**src/rtl/bounded_sequential_list_unit_assert.svh**
```systemverilog
// ----------------------------------------------------------------------------
// Assertion macros for the bounded sequential list unit
// Shared property wrappers: implication in the same cycle and in the next.
// ----------------------------------------------------------------------------
`ifndef BOUNDED_SEQUENTIAL_LIST_UNIT_ASSERT_SVH
`define BOUNDED_SEQUENTIAL_LIST_UNIT_ASSERT_SVH

// antecedent implies consequent in the same cycle
`define BSLU_ASSERT_IMP(label, clk, rst, ante, cons) \
  label: assert property (@(posedge clk) disable iff (rst) (ante) |-> (cons)) \
    else $error("bslu: same-cycle check failed");

// antecedent implies consequent in the next cycle
`define BSLU_ASSERT_NEXT(label, clk, rst, ante, cons) \
  label: assert property (@(posedge clk) disable iff (rst) (ante) |=> (cons)) \
    else $error("bslu: next-cycle check failed");

`endif

```
**src/rtl/bslu_pkg.sv**
```systemverilog
// ----------------------------------------------------------------------------
// bslu_pkg
// Request codes, status codes and field widths of the sequential list unit.
// ----------------------------------------------------------------------------
package bslu_pkg;

  localparam int KIND_W   = 3;
  localparam int POS_W    = 7;
  localparam int WORD_W   = 32;
  localparam int STATUS_W = 2;

  localparam logic [KIND_W-1:0] REQ_GET    = 3'd0;
  localparam logic [KIND_W-1:0] REQ_LOCATE = 3'd1;
  localparam logic [KIND_W-1:0] REQ_INSERT = 3'd2;
  localparam logic [KIND_W-1:0] REQ_DELETE = 3'd3;
  localparam logic [KIND_W-1:0] REQ_CLEAR  = 3'd4;

  localparam logic [STATUS_W-1:0] ST_OK    = 2'd0;
  localparam logic [STATUS_W-1:0] ST_RANGE = 2'd1;
  localparam logic [STATUS_W-1:0] ST_FULL  = 2'd2;

  typedef logic signed [WORD_W-1:0] word_t;

endpackage

```
**src/rtl/bslu_req_if.sv**
```systemverilog
// ----------------------------------------------------------------------------
// bslu_req_if
// Request channel: valid/ready handshake with kind, position and value.
// ----------------------------------------------------------------------------
interface bslu_req_if;
  import bslu_pkg::*;

  logic                valid;
  logic                ready;
  logic [KIND_W-1:0]   req_type;
  logic [POS_W-1:0]    position;
  word_t               value;

  modport source (output valid, output req_type, output position, output value,
                  input ready);
  modport sink   (input valid, input req_type, input position, input value,
                  output ready);
endinterface

```
**src/rtl/bslu_res_if.sv**
```systemverilog
// ----------------------------------------------------------------------------
// bslu_res_if
// Result channel: valid/ready handshake with status, data and list length.
// ----------------------------------------------------------------------------
interface bslu_res_if;
  import bslu_pkg::*;

  logic                valid;
  logic                ready;
  logic [STATUS_W-1:0] status;
  word_t               data;
  logic [POS_W-1:0]    found_position;
  logic [POS_W-1:0]    count;
  logic                is_empty;
  logic                last;

  modport source (output valid, output status, output data, output found_position,
                  output count, output is_empty, output last, input ready);
  modport sink   (input valid, input status, input data, input found_position,
                  input count, input is_empty, input last, output ready);
endinterface

```
**src/rtl/bounded_sequential_list_unit.sv**
```systemverilog
// ----------------------------------------------------------------------------
// bounded_sequential_list_unit
// Ordered list of up to DEPTH signed words held in one synchronous RAM.
// Error, clear and unknown requests go straight to the result stage; get, insert,
// delete and locate walk the RAM first, one RAM access a cycle unless stalled.
// One request at a time; a walk covers up to DEPTH entries.
// Locate results leave as matches are found and stall the walk on back-pressure.
// Reset empties the list at once (length to zero); RAM contents are not cleared.
// ----------------------------------------------------------------------------
`include "bounded_sequential_list_unit_assert.svh"

module bounded_sequential_list_unit #(
  parameter int DEPTH = 64
) (
  input  logic       clk,
  input  logic       rst,
  bslu_req_if.sink   req,
  bslu_res_if.source res
);
  import bslu_pkg::*;

  localparam int AW = $clog2(DEPTH);
  localparam int LW = $clog2(DEPTH + 1);
  // one spare bit so that length + 1 never wraps
  localparam int CW = ((LW > POS_W) ? LW : POS_W) + 1;

  typedef enum logic [2:0] {
    S_IDLE = 3'b001,
    S_WALK = 3'b010,
    S_DONE = 3'b100
  } state_t;

  state_t              state;
  logic [KIND_W-1:0]   kind;
  logic [LW-1:0]       len;
  logic [AW-1:0]       ptr;
  logic [LW-1:0]       rem;
  logic [AW-1:0]       lo;
  word_t               val;
  logic                rd_valid;
  logic [AW-1:0]       rd_idx;
  word_t               rd_data;
  logic                pend_valid;
  logic [POS_W-1:0]    pend_pos;
  logic [STATUS_W-1:0] res_status;
  word_t               res_data;
  logic [POS_W-1:0]    res_fpos;

  word_t               mem [DEPTH];

  logic [CW-1:0]       pos_c;
  logic [CW-1:0]       len_c;
  logic                pos_in_list;
  logic                pos_ins_ok;
  logic                out_free;
  logic                is_loc;
  logic                is_ins;
  logic                is_del;
  logic                match;
  logic                stall;
  logic                issue;
  logic                walk_fin;
  logic                mid_load;
  logic                wr_en;
  logic [AW-1:0]       wr_addr;
  word_t               wr_data;
  logic [POS_W-1:0]    fpos_now;

  assign req.ready   = (state == S_IDLE);
  assign pos_c       = CW'(req.position);
  assign len_c       = CW'(len);
  assign pos_in_list = (pos_c != '0) && (pos_c <= len_c);
  assign pos_ins_ok  = (pos_c != '0) && (pos_c <= len_c + CW'(1));

  assign out_free = !res.valid || res.ready;
  assign is_loc   = (kind == REQ_LOCATE);
  assign is_ins   = (kind == REQ_INSERT);
  assign is_del   = (kind == REQ_DELETE);
  assign match    = (rd_data == val);
  assign fpos_now = POS_W'(LW'(rd_idx) + LW'(1));

  // a new match must push the held one out; hold the walk when the output is busy
  assign stall    = (state == S_WALK) && rd_valid && is_loc && match && pend_valid
                    && !out_free;
  assign mid_load = (state == S_WALK) && rd_valid && is_loc && match && pend_valid
                    && out_free;
  assign issue    = (state == S_WALK) && (rem != '0) && !stall;
  assign walk_fin = (state == S_WALK) && (rem == '0) && !rd_valid;

  // reads and writes of one walk never touch the same entry in the same cycle
  assign wr_en   = (rd_valid && !stall && (is_ins || is_del) && (state == S_WALK))
                   || (walk_fin && is_ins);
  assign wr_addr = walk_fin ? lo : (is_ins ? rd_idx + AW'(1) : rd_idx - AW'(1));
  assign wr_data = walk_fin ? val : rd_data;

  always_ff @(posedge clk) begin
    if (issue) begin
      rd_data <= mem[ptr];
    end
    if (wr_en) begin
      mem[wr_addr] <= wr_data;
    end
  end

  always_ff @(posedge clk) begin
    if (rst) begin
      state      <= S_IDLE;
      len        <= '0;
      rd_valid   <= 1'b0;
      pend_valid <= 1'b0;
      res.valid  <= 1'b0;
    end else begin
      if (res.valid && res.ready) begin
        res.valid <= 1'b0;
      end
      unique case (state)
        S_IDLE: begin
          if (req.valid) begin
            kind       <= req.req_type;
            val        <= req.value;
            lo         <= AW'(req.position - POS_W'(1));
            pend_valid <= 1'b0;
            res_status <= ST_OK;
            res_data   <= '0;
            res_fpos   <= '0;
            rd_valid   <= 1'b0;
            priority if (req.req_type == REQ_GET) begin
              if (pos_in_list) begin
                rem   <= LW'(1);
                ptr   <= AW'(req.position - POS_W'(1));
                state <= S_WALK;
              end else begin
                res_status <= ST_RANGE;
                state      <= S_DONE;
              end
            end else if (req.req_type == REQ_LOCATE) begin
              rem   <= len;
              ptr   <= '0;
              state <= S_WALK;
            end else if (req.req_type == REQ_INSERT) begin
              if (!pos_ins_ok) begin
                res_status <= ST_RANGE;
                state      <= S_DONE;
              end else if (len == LW'(DEPTH)) begin
                res_status <= ST_FULL;
                state      <= S_DONE;
              end else begin
                rem   <= len - LW'(req.position) + LW'(1);
                ptr   <= AW'(len - LW'(1));
                state <= S_WALK;
              end
            end else if (req.req_type == REQ_DELETE) begin
              if (pos_in_list) begin
                rem   <= len - LW'(req.position);
                ptr   <= AW'(req.position);
                state <= S_WALK;
              end else begin
                res_status <= ST_RANGE;
                state      <= S_DONE;
              end
            end else if (req.req_type == REQ_CLEAR) begin
              len   <= '0;
              state <= S_DONE;
            end else begin
              state <= S_DONE;
            end
          end
        end

        S_WALK: begin
          if (issue) begin
            ptr <= is_ins ? ptr - AW'(1) : ptr + AW'(1);
            rem <= rem - LW'(1);
          end
          if (!stall) begin
            rd_valid <= issue;
            rd_idx   <= ptr;
          end
          if (rd_valid && !stall) begin
            if (kind == REQ_GET) begin
              res_data <= rd_data;
            end
            if (is_loc && match) begin
              pend_valid <= 1'b1;
              pend_pos   <= fpos_now;
            end
          end
          if (mid_load) begin
            res.valid          <= 1'b1;
            res.status         <= ST_OK;
            res.data           <= '0;
            res.found_position <= pend_pos;
            res.count          <= POS_W'(len);
            res.is_empty       <= (len == '0);
            res.last           <= 1'b0;
          end
          if (walk_fin) begin
            if (is_ins) begin
              len <= len + LW'(1);
            end
            if (is_del) begin
              len <= len - LW'(1);
            end
            if (is_loc && pend_valid) begin
              res_fpos <= pend_pos;
            end
            state <= S_DONE;
          end
        end

        S_DONE: begin
          if (out_free) begin
            res.valid          <= 1'b1;
            res.status         <= res_status;
            res.data           <= res_data;
            res.found_position <= res_fpos;
            res.count          <= POS_W'(len);
            res.is_empty       <= (len == '0);
            res.last           <= 1'b1;
            state              <= S_IDLE;
          end
        end

        default: begin
          state <= S_IDLE;
        end
      endcase
    end
  end

  `BSLU_ASSERT_IMP(a_len_bound, clk, rst, 1'b1, len <= LW'(DEPTH))
  `BSLU_ASSERT_IMP(a_rd_in_walk, clk, rst, rd_valid, state == S_WALK)
  `BSLU_ASSERT_IMP(a_stall_locate, clk, rst, stall, is_loc && pend_valid)
  `BSLU_ASSERT_NEXT(a_ins_grows, clk, rst, walk_fin && is_ins, len == $past(len) + LW'(1))
  `BSLU_ASSERT_IMP(a_no_req_busy, clk, rst, state != S_IDLE, !req.ready)

endmodule

```
**src/flat_wrapper.sv**
```systemverilog
// flat-port wrapper written by rule: the top's interface ports become plain ports
module bounded_sequential_list_unit_flat import bslu_pkg::*;
#(
  parameter int DEPTH = 64
)
  (clk, rst, req_valid, req_req_type, req_position, req_value, req_ready, res_valid, res_status, res_data, res_found_position, res_count, res_is_empty, res_last, res_ready);
  bslu_req_if req_i ();
  bslu_res_if res_i ();
  input  logic clk;
  input  logic rst;
  input wire logic [$bits(req_i.valid)-1:0] req_valid;
  input wire logic [$bits(req_i.req_type)-1:0] req_req_type;
  input wire logic [$bits(req_i.position)-1:0] req_position;
  input wire logic [$bits(req_i.value)-1:0] req_value;
  output wire logic [$bits(req_i.ready)-1:0] req_ready;
  output wire logic [$bits(res_i.valid)-1:0] res_valid;
  output wire logic [$bits(res_i.status)-1:0] res_status;
  output wire logic [$bits(res_i.data)-1:0] res_data;
  output wire logic [$bits(res_i.found_position)-1:0] res_found_position;
  output wire logic [$bits(res_i.count)-1:0] res_count;
  output wire logic [$bits(res_i.is_empty)-1:0] res_is_empty;
  output wire logic [$bits(res_i.last)-1:0] res_last;
  input wire logic [$bits(res_i.ready)-1:0] res_ready;
  assign req_i.valid = req_valid;
  assign req_i.req_type = req_req_type;
  assign req_i.position = req_position;
  assign req_i.value = req_value;
  assign req_ready = req_i.ready;
  assign res_valid = res_i.valid;
  assign res_status = res_i.status;
  assign res_data = res_i.data;
  assign res_found_position = res_i.found_position;
  assign res_count = res_i.count;
  assign res_is_empty = res_i.is_empty;
  assign res_last = res_i.last;
  assign res_i.ready = res_ready;
  bounded_sequential_list_unit #(.DEPTH(DEPTH)) u_core (.clk(clk), .rst(rst), .req(req_i), .res(res_i));
endmodule
```
**config.mk**
```make
export PLATFORM = sky130hd
export DESIGN_NAME = bounded_sequential_list_unit_flat
export DESIGN_NICKNAME = d
export VERILOG_FILES = /design/src/rtl/bslu_pkg.sv /design/src/rtl/bslu_req_if.sv /design/src/rtl/bslu_res_if.sv /design/src/rtl/bounded_sequential_list_unit.sv /design/src/flat_wrapper.sv
export VERILOG_INCLUDE_DIRS = /design/src /design/src/rtl
export SDC_FILE = /design/constraint.sdc
export NUM_CORES = 2
export LEC_CHECK = 0
export ABC_AREA = 1
export ABC_CLOCK_PERIOD_IN_PS = 12600
export BUFFER_PORTS_ARGS = -buffer_cell sky130_fd_sc_hd__buf_2
export CORE_MARGIN = 10
export CORE_UTILIZATION = 60
export DETAILED_ROUTE_END_ITERATION = 12
export HOLD_SLACK_MARGIN = 0.05
export PLACE_DENSITY = 0.78
export SLEW_MARGIN = 15
export SYNTH_ARGS = -nofsm -noshare
export SYNTH_HDL_FRONTEND = slang
export SYNTH_SLANG_ARGS = --single-unit
```
**constraint.sdc**
```tcl
create_clock -name clk -period 12.6 [get_ports clk]
set_input_delay 1.26 -clock clk [delete_from_list [all_inputs] [get_ports clk]]
set_output_delay 1.26 -clock clk [all_outputs]
set_load 0.01 [all_outputs]
```
Word-level counts from Yosys, hierarchy flattened
Memories as Yosys holds them, arrays and structs flattened. A register that Yosys moved wholly into a read port is not among the register bits.
Cells that the tools add are included.
{"block": "word_totals", "mem_bits_ro": 0, "output_inout_bits": 52, "register_bits": 171, "mem_count": 1, "inputBits": 46, "ramBits": 2048, "word_cells": 208, "latch_bits": 0}
{"name": "u_core.mem", "depth": 64, "width": 32, "read_ports": 1, "rd_clocked_by_memory_dff": 1, "wr": 1, "line_no": "bounded_sequential_list_unit.sv:49", "text": "word_t mem [DEPTH];"}
{"block": "op_classes", "n_mux": 92, "reduce_logical": 45, "div_mod_pow": 0, "bitwise_logic": 2, "n_addsub": 12, "shift": 0, "n_lt_le_gt_ge": 2, "multipliers": 0, "n_eq_ne": 33}
{"operator": "$mux W32", "count": 6}
{"operator": "$mux W7", "count": 26}
{"operator": "$pmux W32 S2", "count": 2}
{"operator": "$mux W6", "count": 13}
{"operator": "$pmux W7 S2", "count": 5}
{"operator": "$eq A32 B32 Y1", "count": 1}
{"operator": "$mux W3", "count": 10}
{"operator": "$ne A2 B2 Y1 const B", "count": 10}
{"operator": "$logic_and A1 B1 Y1", "count": 19}
{"operator": "$reduce_and A9 Y1", "count": 2}
{"operator": "$sub A6 B1 Y6 const B", "count": 3}
{"operator": "$mux W2", "count": 8}
{"operator": "$eq A3 B2 Y1 const B", "count": 5}
{"operator": "$add A7 B1 Y7 const B", "count": 2}
{"operator": "$logic_not A7 Y1", "count": 2}
{"operator": "$mux W1", "count": 14}
{"operator": "$sub A7 B1 Y7 const B", "count": 2}
{"operator": "$add A6 B1 Y6 const B", "count": 2}
{"operator": "$pmux W6 S2", "count": 1}
{"operator": "$reduce_and A3 Y1", "count": 4}
{"operator": "$reduce_and A4 Y1", "count": 3}
{"operator": "$ne A2 B1 Y1 const B", "count": 5}
{"operator": "$pmux W1 S2", "count": 5}
{"operator": "$reduce_and A5 Y1", "count": 2}
{"operator": "other kinds (23)", "count": 34}

Depth between registers and ports, before layout
{"block": "depth", "word_depth": 13, "mapped_depth": 18, "depth_no_buf": 17}

Least setup slack after synthesis
Ideal clock, no wire load.
{"block": "synth_timing", "path_kind": "input -> register", "startpoint": "input rst", "endpoint": "register u_core.res.count[0] (enable)", "stages": 2, "n_path_buf": 1, "required_ns": 12.067, "arrival_ns": 5.211, "setup_slack_ns": 6.857, "setup_time_ns": 0.533, "path_cell_list": "buf_1 a211oi_1"}
{"block": "synth_between", "elab_chain_cells": 2}
{"item": "from (decl)", "line_no": "flat_wrapper.sv:10", "text": "input logic rst;"}
{"item": "$not A1 Y1 (no line)"}
{"item": "$reduce_and A4 Y1 (no line)"}
{"item": "to (signal assigned)", "line_no": "bounded_sequential_list_unit.sv:193", "text": "res.count <= POS_W'(len);"}
{"item": "to (signal assigned)", "line_no": "bounded_sequential_list_unit.sv:217", "text": "res.count <= POS_W'(len);"}
{"item": "to (decl)", "line_no": "bslu_res_if.sv:18", "text": "output count, output is_empty, output last, input ready);"}
No other way between the ends.
A chain may end at the register's enable or synchronous reset.

Worst setup path in the final report
{"block": "layout_timing", "startpoint": "register u_core.state[0]", "endpoint": "memory u_core.mem[49][26] (netlist bit) (enable)"}
{"block": "layout_between", "elab_chain_cells": 13, "word_cells_on_any_way": 17}
{"item": "from (decl)", "line_no": "bounded_sequential_list_unit.sv:33", "text": "state_t state;"}
{"item": "from (signal assigned)", "line_no": "bounded_sequential_list_unit.sv:107", "text": "state <= S_IDLE;"}
{"item": "from (signal assigned)", "line_no": "bounded_sequential_list_unit.sv:131", "text": "state <= S_WALK;"}
{"item": "from (signal assigned)", "line_no": "bounded_sequential_list_unit.sv:134", "text": "state <= S_DONE;"}
{"item": "$eq A3 B2 Y1 *", "line_no": "bounded_sequential_list_unit.sv:83, bounded_sequential_list_unit.sv:88, bounded_sequential_list_unit.sv:91"}
{"item": "$logic_and A1 B1 Y1 (4 in series)", "line_no": "bounded_sequential_list_unit.sv:83", "text": "assign stall = (state == S_WALK) && rd_valid && is_loc && match && pend_valid"}
{"item": "$logic_and A1 B1 Y1", "line_no": "bounded_sequential_list_unit.sv:84", "text": "&& !out_free;"}
{"item": "$logic_not A1 Y1", "line_no": "bounded_sequential_list_unit.sv:91", "text": "assign wr_en = (rd_valid && !stall && (is_ins || is_del) && (state == S_WALK))"}
{"item": "$logic_and A1 B1 Y1 (3 in series)", "line_no": "bounded_sequential_list_unit.sv:91"}
{"item": "$logic_or A1 B1 Y1", "line_no": "bounded_sequential_list_unit.sv:92", "text": "|| (walk_fin && is_ins);"}
{"item": "$mux W1", "line_no": "bounded_sequential_list_unit.sv:100", "text": "if (wr_en) begin"}
{"item": "$mux W1 (implied by the code)", "line_no": "bounded_sequential_list_unit.sv:101", "text": "mem[wr_addr] <= wr_data;"}
{"item": "to (decl)", "line_no": "bounded_sequential_list_unit.sv:49"}
Every way passes the cells marked *; elsewhere a longest branch is shown, timed or not.

==> results.md <==
| Step | Parameter | This run |
| --- | --- | --- |
| outcome | Result of the run | finished clean |
| synthesis | Number of synthesized register bits | 2,251 |
| synthesis | Mean post-synth cell area | 12.5 um^2 |
| floorplan | Top-level I/O count | 98 |
| routing | Remaining DRCs | 0 |
| clock tree | H-tree Lvls | 4 |
| routing | Initial DRC count | 10,644 |
| worst setup path | Worst reg2reg startpoint | u_core.state[0] |
| power | Pwr Density | 163 nW/um^2 |
| finish | Area delta synth->final | 10.3% |
| floorplan | Placement row count | 142 |
| floorplan | Die X-Extent | 408 um |
| worst setup path | Instance count on the critical path | 9 |
| power | Internal power | 12.0 mW |
| synthesis | Share of synthesized cell area in and, or, nand and nor gates | 10.9% |
| timing | Least-Margin Pin Slew | 1.31 ns |
| finish | Area occupied by multi-input gates | 21,200 um^2 |
| synthesis | Number of enable flip-flop cells after synthesis | 2,238 |
| finish | Total inserted antenna cells | 0 |
| worst setup path | Capturing element type of the critical path | flip-flop |
| timing | Max Clock Skew | 0.0416 ns |
| synthesis | Main flop type after synthesis | edfxtp_1 |
| synthesis | Post-synthesis mux area share | 0% |
| finish | Number of nets at the end of the flow | 7,219 |
| timing | Setup TNS after final layout | 0 ns |
| power | Switching power of the nets | 4.18 mW |
| worst setup path | Worst path slowest cell | nor2_4 |
| worst setup path | Cell mode on critical path | nor2_4 |
| floorplan | Die span in y | 408 um |
| synthesis | Post-Synthesis Net Count | 7,299 |
| clock tree | Hold-fix buffer count after cts | 0 |
| place | Count of input and output buffers | 97 |
| synthesis | Synth cell count leaders | edfxtp_1, nor2_1, o21ai_0 |
| global route | GRT overflow | 0 |
| clock tree | Clock edge transition at the registers on the reported setup and hold paths | 0.06 ns |
| timing | Rel. slew slack | 12.0% |
| global route | Antenna violations before repair | 6 |
| timing | Slew Viols, Final | 0 |
| finish | Proportion of layout cells with a drive suffix above 1 | 8.17% |
| worst setup path | Max incr delay on CP | 1.28 ns |
| routing | Via density per instance | 6.59 |
| power | P_leak | 32.8 nW |
| worst setup path | Start-to-end type of the worst setup path | flip-flop to flip-flop |
| synthesis | Largest family of logic cells by synthesized area | simple AND/OR/NAND/NOR gates |
| synthesis | Post-synthesis async set-or-reset flop share | 0% |
| run | Maximum Capacitance Violations | 0 |
| global route | First-pass GRT wire length | 373 mm |
| worst setup path | Data required time at the worst endpoint | 13.06 ns |
| power | Combinational share of power | 11.4% |
| place | Setup slack after placement | 6.28 ns |
| power | VDD IR-drop max | 0.136 mV |
| clock tree | Num CTS Buffers | 208 |
| routing | DR vias | 61,469 |
| global route | Combined global-route utilization of all metal layers | 29.9% |
| synthesis | Total of warnings raised by yosys | 0 |
| hold path | Launch instance of the worst min-delay path | u_core.pend_valid |
| global route | Pin count of the biggest net entering global routing | 215 |
| synthesis | Adder-cell share of the synthesized area | 0.467% |
| clock tree | Clock tree from TritonCTS | built |
| timing | Setup violators final | 0 |
| worst setup path | Cell family with the largest share of critical-path delay | simple AND/OR/NAND/NOR gates |
| worst setup path | Critical path arrival | 6.98 ns |
| worst setup path | CP cell instances | nor3_4, inv_2, buf_4, nor2_4, nand2_4, clkinv_1, o21ai_2, nand4_1, nor2_4 |
| routing | Number of nets with antenna violations after detailed routing | 0 |
| timing | Post-route worst hold slack | 0.476 ns |
| synthesis | Cell with the most instances after synthesis | edfxtp_1 |
| place | Placed cell area | 93,200 um^2 |
| clock tree | CTS-repair resized insts | 0 |
| clock tree | Maximum buffer depth of the clock tree | 3 |
| place | RePlAce Congestion | 0.957 |
| power | Share of total power in sequential cells | 50.9% |
| worst setup path | Critical path buffer and inverter count | 3 |
| clock tree | Number of sinks driven by the clock tree | 2,251 |
| worst setup path | Maximum fanout along the worst path | 63 |
| synthesis | Number of different library cells in the post-synthesis netlist | 43 |
| floorplan | Initial standard-cell utilization of the core | 60.4% |
| place | DPL Wire Length | 143 mm |
| finish | Cell area after layout | 99,800 um^2 |
| timing | Total count of hold-check failures in the final report | 0 |
| routing | Total Routed Length | 257 mm |
| timing | Maximum clock frequency | 153 MHz |
| timing | Setup repair after global routing missed its margin | no |
| synthesis | XOR/XNOR share of the synthesized area | 0.397% |
| worst setup path | Worst Reg-to-Reg Cells | 9 |
| finish | Number of fill cells | 10,018 |
| timing | Crit path setup slack, layout | 6.08 ns |
| floorplan | Core ar. | 150,000 um^2 |
| synthesis | Share of the synthesized area in compound gates (AO/OA/AOI/OAI) | 10.8% |
| synthesis | Area of the mapped netlist | 90,500 um^2 |
| global route | Number of global-route vias before repair | 57,194 |
| synthesis | Area contributors post-synth | edfxtp_1, o21ai_0, nor2_1 |
| routing | Pre-antenna DRT Iters | 11 |
| worst setup path | Startpoint types | flip-flop |
| synthesis | Cell taking the most area after synthesis | edfxtp_1 |
| synthesis | Sequential fraction of the synthesis area | 74.6% |
| clock tree | Buffer type at the clock tree root | clkbuf_16 |
| power | Net switching fraction of the power | 25.8% |
| power | Portion of total power attributed to the clock network | 37.7% |
| floorplan | Die Outline Area | 167,000 um^2 |
| timing | Period Utilization, post-route | 51.8% |
| synthesis | Top-area cell type share of the netlist area | 74.3% |
| clock tree | Post-CTS Setup Repair Bufs | 0 |
| worst setup path | Crit. Startpoint | u_core.state[0] |
| routing | Routed length per placed instance | 27.6 um |
| finish | Register Area | 67,500 um^2 |
| synthesis | Count of mapped cells out of synthesis | 7,221 |
| hold path | Kind of path behind the tightest hold check | flip-flop to flip-flop |
| timing | Final critical delay including setup and external delays | 6.52 ns |
| hold path | Worst Hold Depth | 2 |
| clock tree | Clock latency at the later pin of the worst-skew pair | 0.87 ns |
## power groups by stage
stage	logic, mW	registers [mW]	clock network, mW
global placement	1.71	8.41	0
detailed placement	1.75	8.42	0
finish	1.85	8.26	6.11
global route	1.96	8.26	6.43
CTS	1.77	8.26	6.12
floorplan	1.12	8.40	0
## state kept, by name, indices dropped and copies added, names as in the netlist, 7 cells and up
register,cells
u_core.len,7
u_core.mem,2048
u_core.pend_pos,7
u_core.rd_data,32
u_core.rem,7
u_core.res.count,7
u_core.res.data,32
u_core.res.found_position,7
u_core.res_data,32
u_core.res_fpos,7
u_core.val,32
## path summary, 6_finish.rpt
kind,to,slack [ns]
setup / recovery,u_core.mem[49][26],6.08
hold reg to reg,u_core.pend_valid,0.48
hold / removal,u_core.pend_valid,0.48
setup reg to reg,u_core.mem[49][26],6.08
## layout by cell type (no fill, tap or decap), types with 41 or more instances in the layout
| cell | synthesis | routed |
|---|---|---|
| nor2_4 | 1 | 66 |
| a21oi_1 | 53 | 53 |
| clkinv_1 | 1 | 41 |
| nor2_1 | 1268 | 1203 |
| clkbuf_16 | 0 | 211 |
| nand2_1 | 762 | 762 |
| clkinv_2 | 0 | 44 |
| edfxtp_1 | 2238 | 2238 |
| o21ai_0 | 1151 | 1119 |
| inv_1 | 186 | 184 |
| nand3_1 | 351 | 351 |
| o22ai_1 | 517 | 517 |
| buf_2 | 102 | 97 |
| clkbuf_1 | 317 | 60 |
| buf_4 | 9 | 70 |
## stage by stage
stage	cells	power (mW)	util [%]
floorplan	7221	9.52	-
global placement	8947	10.1	62.2
detailed placement	8947	10.2	62.2
CTS	9334	16.1	66.6
global route	9334	16.6	66.6
finish	9334	16.2	66.6
## cell type report
cell class | count | share of cell area (%)
Multi-Input combinational cell | 4307 | 21.3
Sequential cell | 2251 | 67.6
Tap cell | 2016 | 2.53
Clock inverter | 116 | 1.07
Timing Repair Buffer | 178 | 1.23
Inverter | 195 | 0.760
Clock buffer | 271 | 5.52
## cell families (layout without fill, tap and decap cells)
group | count (synthesis) | in the layout
and+or+nand+nor | 2445 | 2445
DFF | 2251 | 2251
AOI/OAI and AO/OA | 1789 | 1789
buffers and inverters | 663 | 760
xor gates and xnor gates | 41 | 41
adders and majority gates | 32 | 32
## worst min-delay path: stages, from the launching register on
cell	delay, ns
dfxtp_1	0.31
inv_1	0.06
a21oi_1	0.06
## routing by layer
metal / routed length, um / vias up / GRT usage, %
li1: - / 26180 / -
met1: 89900 / 29583 / 40.1
met2: 113000 / 4945 / 44.0
met3: 38100 / 753 / 8.47
met4: 16500 / 8 / 16.8
met5: 53 / - / 0
No activity file was read; power rests on OpenSTA's default activity.
